**config.mk**
```make
export PLATFORM = sky130hd
export DESIGN_NAME = fpwo_pick
export DESIGN_NICKNAME = d
export VERILOG_FILES = /design/src/hw/rtl/fpwo_pkg.sv /design/src/hw/rtl/fpwo_pick.sv
export SDC_FILE = /design/constraint.sdc
export NUM_CORES = 1
export LEC_CHECK = 0
export BUFFER_PORTS_ARGS = -buffer_cell sky130_fd_sc_hd__buf_2
export CORE_ASPECT_RATIO = 1.4
export CORE_UTILIZATION = 58
export DETAILED_ROUTE_END_ITERATION = 16
export PLACE_DENSITY_LB_ADDON = 0.05
export SLEW_MARGIN = 20
export SYNTH_ARGS = -nofsm -noshare
export SYNTH_HDL_FRONTEND = slang
export SYNTH_SLANG_ARGS = --single-unit
```
**constraint.sdc**
```tcl
create_clock -name vclk -period 8.6
set_clock_uncertainty 0.15 [all_clocks]
set_input_delay 0.86 -clock vclk [all_inputs]
set_output_delay 0.86 -clock vclk [all_outputs]
set_load 0.02 [all_outputs]
```
**src/hw/rtl/fpwo_pkg.sv**
```systemverilog
package fpwo_pkg;

	// Coordinate and distance widths, point and pair counts, and the wand point count
	localparam int CoordBits = 16;
	localparam int DistBits  = 2 * CoordBits + 1;
	localparam int NumPoints = 4;
	localparam int NumPairs  = 6;
	localparam int CountBits = 4;
	localparam logic [CountBits-1:0] WandCount = CountBits'(4);

	// Word layouts on the stream ports
	localparam int InFieldBits  = CountBits + 2 * NumPoints * CoordBits;
	localparam int InDataBits   = ((InFieldBits + 7) / 8) * 8;
	localparam int OutFieldBits = 1 + 2 * NumPoints * CoordBits;
	localparam int OutDataBits  = ((OutFieldBits + 7) / 8) * 8;

	typedef logic signed [CoordBits-1:0] coord_t;
	typedef logic [CoordBits-1:0]        mag_t;
	typedef logic [DistBits-1:0]         dist_t;
	typedef logic [DistBits:0]           ext_dist_t;
	typedef logic [1:0]                  idx_t;

	typedef struct packed {
		coord_t y;
		coord_t x;
	} point_t;

	// Point pairs, in tie-break order
	typedef enum logic [2:0] {
		PAIR_01 = 3'd0,
		PAIR_02 = 3'd1,
		PAIR_03 = 3'd2,
		PAIR_12 = 3'd3,
		PAIR_13 = 3'd4,
		PAIR_23 = 3'd5
	} pair_t;

	typedef struct packed {
		pair_t pmin;
		pair_t pmax;
	} pick_t;

	function automatic idx_t pair_lo(pair_t p);
		case (p)
			PAIR_01, PAIR_02, PAIR_03: pair_lo = 2'd0;
			PAIR_12, PAIR_13:          pair_lo = 2'd1;
			default:                   pair_lo = 2'd2;
		endcase
	endfunction

	function automatic idx_t pair_hi(pair_t p);
		case (p)
			PAIR_01:          pair_hi = 2'd1;
			PAIR_02, PAIR_12: pair_hi = 2'd2;
			default:          pair_hi = 2'd3;
		endcase
	endfunction

	function automatic pair_t pair_of(idx_t i, idx_t j);
		idx_t lo;
		idx_t hi;
		lo = (i < j) ? i : j;
		hi = (i < j) ? j : i;
		case ({lo, hi})
			4'b0001: pair_of = PAIR_01;
			4'b0010: pair_of = PAIR_02;
			4'b0011: pair_of = PAIR_03;
			4'b0110: pair_of = PAIR_12;
			4'b0111: pair_of = PAIR_13;
			default: pair_of = PAIR_23;
		endcase
	endfunction

	// Distance between two points; a point to itself reads as larger than any
	function automatic ext_dist_t dist_of(dist_t [NumPairs-1:0] d, idx_t i, idx_t j);
		ext_dist_t r;
		if (i == j) begin
			r = '1;
		end else begin
			r = {1'b0, d[pair_of(i, j)]};
		end
		return r;
	endfunction

endpackage

```
**src/hw/rtl/fpwo_pick.sv**
```systemverilog
module fpwo_pick (
	input  fpwo_pkg::dist_t [fpwo_pkg::NumPairs-1:0] sq_dist,
	output fpwo_pkg::pick_t                          pick
);

	fpwo_pkg::pair_t mn_a, mn_b, mn_c, mn_ab;
	fpwo_pkg::pair_t mx_a, mx_b, mx_c, mx_ab;

	// First round: neighbors; an earlier pair wins ties
	always_comb begin
		mn_a = (sq_dist[1] < sq_dist[0]) ? fpwo_pkg::PAIR_02 : fpwo_pkg::PAIR_01;
		mn_b = (sq_dist[3] < sq_dist[2]) ? fpwo_pkg::PAIR_12 : fpwo_pkg::PAIR_03;
		mn_c = (sq_dist[5] < sq_dist[4]) ? fpwo_pkg::PAIR_23 : fpwo_pkg::PAIR_13;
		mx_a = (sq_dist[0] < sq_dist[1]) ? fpwo_pkg::PAIR_02 : fpwo_pkg::PAIR_01;
		mx_b = (sq_dist[2] < sq_dist[3]) ? fpwo_pkg::PAIR_12 : fpwo_pkg::PAIR_03;
		mx_c = (sq_dist[4] < sq_dist[5]) ? fpwo_pkg::PAIR_23 : fpwo_pkg::PAIR_13;
	end

	// Second and final rounds keep the earlier side on the left
	always_comb begin
		mn_ab = (sq_dist[mn_b] < sq_dist[mn_a]) ? mn_b : mn_a;
		mx_ab = (sq_dist[mx_a] < sq_dist[mx_b]) ? mx_b : mx_a;
		pick.pmin = (sq_dist[mn_c] < sq_dist[mn_ab]) ? mn_c : mn_ab;
		pick.pmax = (sq_dist[mx_ab] < sq_dist[mx_c]) ? mx_c : mx_ab;
	end

endmodule

```
; ---- Yosys cells after proc, flatten, opt, wreduce, memory -nomap -nowiden
; Cells that the tools add are included.
[totals]
register_bits = 0
wordCells = 44
input_bits = 198
out_inout_bits = 6
[classes]
mux = 26
n_lt_le_gt_ge = 18
[op_table]
columns = op, n
row1 = $bmux W33 S3, 8
row2 = $lt A33 B33 Y1, 10
row3 = $mux W33, 8
row4 = $lt A2 B4 Y1 const B, 4
row5 = $lt A1 B4 Y1 const B, 2
row6 = $lt A3 B4 Y1 const B, 2
row7 = $mux W1, 6
row8 = $mux W3, 2
row9 = $mux W2, 2

; ---- Depth between registers and ports, before layout
[logic_depth]
depth_word = 10
mapped_depth = 34
mapped_depth_nobuf = 29

; ---- Worst setup path after synthesis
; Ideal clock, no wire load.
[synth_timing]
path_kind = input to output
start = in sq_dist[65] (netlist bit)
end = out pick[0] (netlist bit)
arrival_time_ns = 7.264
t_required_ns = 7.590
cell_stages = 33
slack_ns = 0.326
path_cell_list = inv_1 > ha_1 > nand4_2 > nor4_4 > nand3_1 > o2bb2ai_2 > or2_0 > buf_2 > buf_2 > buf_1 > a21oi_1 > inv_1 > ha_1 > a21o_1 > a211o_1 > a41oi_1 > a31oi_1 > nor3_1 > o211ai_1 > a2bb2oi_1 > buf_4 > buf_6 > mux2i_1 > ha_1 > a2111oi_0 > o21ai_0 > a31oi_1 > nor2b_1 > or3_1 > a21o_1 > a21oi_1 > o21bai_1 > mux2_2
[synth_lines]
columns = element, line_no
row1 = "start, declared", fpwo_pick.sv:2  ; input fpwo_pkg::dist_t [fpwo_pkg::NumPairs-1:0] sq_dist,
row2 = "end, declared", fpwo_pick.sv:3  ; output fpwo_pkg::pick_t pick

==> impl_summary.md <==
Yosys
The number of nets in the synthesized netlist is 1,622. The cell count after synthesis came out at 1,197. After synthesis, the cell types taking the most area are ha_1 (34%), mux2i_1 (16%), o21ai_0 (6.3%).

The portion of synthesized area spent on multiplexers is 0.161. ha_1 takes more of the synthesized area than any other cell. The count of yosys warnings during synthesis is 0. After synthesis, the largest family of logic cells by area is adder cells. Of the total synthesized cell area, the portion taken by AND, OR, NAND and NOR gates is 0.184. Of the post-synthesis cell area, the dominant cell type holds 0.336. Each instance of the synthesized netlist takes up on average 7.06 sq um. The netlist uses 64 different library cells. The share of the Yosys chip area taken by registers is 0. The post-synthesis cell area is 8450 sq um. The fraction of the mapped netlist area in compound gates was 0.229. Of the total synthesized cell area, the portion taken by XOR and XNOR cells is 0. The arithmetic-cell share of the synthesized area counting full adders, half adders and majority gates is 0.336.

Outcome
The run finished with clean final reports.

Global routing
The remaining global-route overflow is 0. The number of global-route vias before repair came to 9,420. Entering global routing, the biggest net connects 48 pins. The first global-routing pass estimated 45,500 microns of wire. The global-route usage over all layers is 0.378. The initial antenna violation count is 0.

Worst setup path
STA classifies the critical path endpoint as an output pin. The kind of start point of the critical path is a primary input. The slowest stage of the critical path is the or4_4 cell. The highest cell delay on the worst timing path is 0.52 ns. Along the worst path, the maximum fanout reaches 16. The worst setup path is of the primary input to output pin kind.

STA puts the critical path data arrival time at 7.49 ns. The required arrival time at the worst endpoint is 7.59 ns.

Die
The width of the die is 104 microns. The area of the die is 15,100 sq um. The starting density of the core is 0.602.

The floorplan die height is 145 microns. The area of the core is 14,000 sq um. The count of boundary I/O pins is 204. In this run the core area contains 51 standard-cell rows.

STA
The final worst-path cycle share is 0.989. After layout, the worst setup slack is 0.0982 ns. The slew at the pin closest to its max-slew limit is 0.976 ns.

Setup repair after global routing could not meet its margin everywhere. Across all hold checks on the routed design, the worst slack comes to 2.33 ns. Based on the critical path, the design can be clocked at up to 118 MHz. The count of pins over their slew limit is 0. The tightest slew margin relative to the limit is 0.349. The number of hold-slack violations in the final timing report was 0. The setup violation total in the final timing report is 0.

The time the worst path needs with I/O delays and setup is 8.50 ns.

Clock tree
The number of hold buffers added after cts is 0.

Finish
The final instance count without filler cells is 1,661. The area overhead of the layout relative to synthesis is 28.9%. In the final layout, the share of cells above drive strength 1 is 0.260. The finished cells cover 10,900 sq um. Counting the clock-network buffers in the layout gives 0. The final layout contains a sequential cell count of 0. The area of the multi-input gates is 7970 sq um.

Fill cells in the final layout number 1,172. The storage element area is 0 sq um. For this run, the post-layout net count is 1,903. The total inserted antenna cells is 0.

Routing
Before antenna repair, the detailed router went through 5 iterations. In the final routed layout, each cell accounts on average for 18.9 microns. After detailed routing, the number of remaining DRC violations is 0. In this run the remaining antenna-violating nets after routing total 0. After detailed routing, the total wire length is 31,400 microns.

In the routed layout, each cell is associated on average with a via count of 6.20. The initial detailed-routing violation count is 626. Detailed routing inserted a total of 10,306 vias.

Pwr
The worst ir drop on vdd is 0.0632 mV. For this design the static power due to leakage is 6.03 nW. Power spread over the standard cell area amounts to 121 nW/um^2. The total power is 0.00131 W.

Worst hold path
The worst hold path terminates at pick[2]. The launch instance of the worst min-delay path is sq_dist[99]. The type of the worst min-delay path is primary input to output pin. The number of instances on the worst hold path is 6.

Placement
The total placed cells including tap cells is 1,633. Timing analysis after detailed placement gives a worst setup slack of -0.229 ns. After detailed placement, the total cell area comes to 10,200 sq um. The placer's final routability congestion estimate is 0.965. The number of I/O port buffers is 204. The wire-length estimate of the detail-placed layout is 25,600 microns.

Job
Max-cap violations in this run came to 0.
==> placed cells by master, fill, tap and decap left out, types with 4 or more instances in the layout <==
master     Yosys  final
o211ai_1      12     12
inv_1        138    138
mux2i_1      134    131
clkbuf_16      0      7
nand3_1       24     23
buf_12         0      9
nand2_1      133    132
a211oi_1      15     11
o21ai_1       31     35
a21o_1        23     22
nor2_1        75     75
a211oi_2       0      4
ha_1         227    225
buf_4          1     97
o21a_1         6      6
o2111ai_1      5      5
buf_6          5      5
nor3_2         0      7
a31oi_1        4      4
nand4_1       41     41
o21ai_0      107    102
and4_1        11     10
buf_2         24    203
nor4_1         7      6
nor3_1        19     12
a21oi_2        1     14
nor2b_1        4      4
a21oi_1       81     68
==> worst max path at each step <==
stage                       startpoint      end  slack [ns]  cells after the start
after floorplan            sq_dist[65]  pick[0]        0.33                     33
final                     sq_dist[114]  pick[3]         0.1                     34
after global placement     sq_dist[61]  pick[0]       -0.14                     33
after global routing       sq_dist[59]  pick[0]       -0.14                     33
after CTS                  sq_dist[65]  pick[0]        0.02                     33
after detailed placement   sq_dist[61]  pick[0]       -0.23                     33
==> report_power, final <==
group	switching (W)	total [W]	internal (W)
clock network	0	0	0
registers	0	0	0
logic	0.000718	0.00131	0.000595
==> worst max-delay path, delay by kind of cell <==
| family | cells | cell delay [ns] |
|---|---|---|
| buffers and inverters | 8 | 1.07 |
| adder cells (fa/ha/maj) | 3 | 0.92 |
| AO/OA/AOI/OAI | 14 | 2.74 |
| AND/OR/NAND/NOR | 8 | 1.66 |
| multiplexers | 1 | 0.22 |
==> stage by stage <==
| stage | setup TNS (ns) | utilization |
|---|---|---|
| global placement | -0.164 | 0.730 |
| global route | -0.352 | 0.776 |
| floorplan | 0 | - |
| detailed placement | -0.382 | 0.730 |
| CTS | 0 | 0.733 |
| finish | 0 | 0.776 |
==> routing by layer <==
metal  vias up  routed length [microns]  track usage
met5         -                        0            0
met4         0                     2130        0.170
met3       154                     2190       0.0340
met2       504                    15500        0.741
met1      4675                    11500        0.410
li1       4973                        -            -
==> what timing repair did <==
action                     CTS  global route
gates resized for setup      9            60
pin swaps                    2            30
cloned                       0             7
setup buffers                0            21
setup endpoints to repair    5             6
==> cell type report <==
type,instances,share of cell area
well taps,185,0.0213
inverters,139,0.0479
repair buffers,322,0.199
multi-input cells,1015,0.732
==> cells by family (layout without fill, tap and decap cells) <==
group | after synthesis | count (layout)
fa+ha+maj | 227 | 227
buf+inv | 182 | 461
compound gates | 322 | 322
simple gates | 330 | 330
mux | 136 | 136
==> synthesized netlist by cell type, drive strengths merged (2+ instances only) <==
master,instances
nor3,19
or3,3
a21o,23
inv,139
mux2,2
o211ai,12
nand3,24
nor4,8
o211a,3
buf,33
o21ai,139
or4,2
nand2,134
a211oi,15
a221oi,7
o21a,6
ha,227
mux2i,134
a31oi,4
nor2b,4
a21oi,82
nor2,75
clkbuf,10
nand4,42
and4,12
or2,2
a21boi,3
o31ai,3
nand4b,2
a2bb2oi,2
a211o,3
o2111ai,5
No activity file was read; power rests on OpenSTA's default activity.
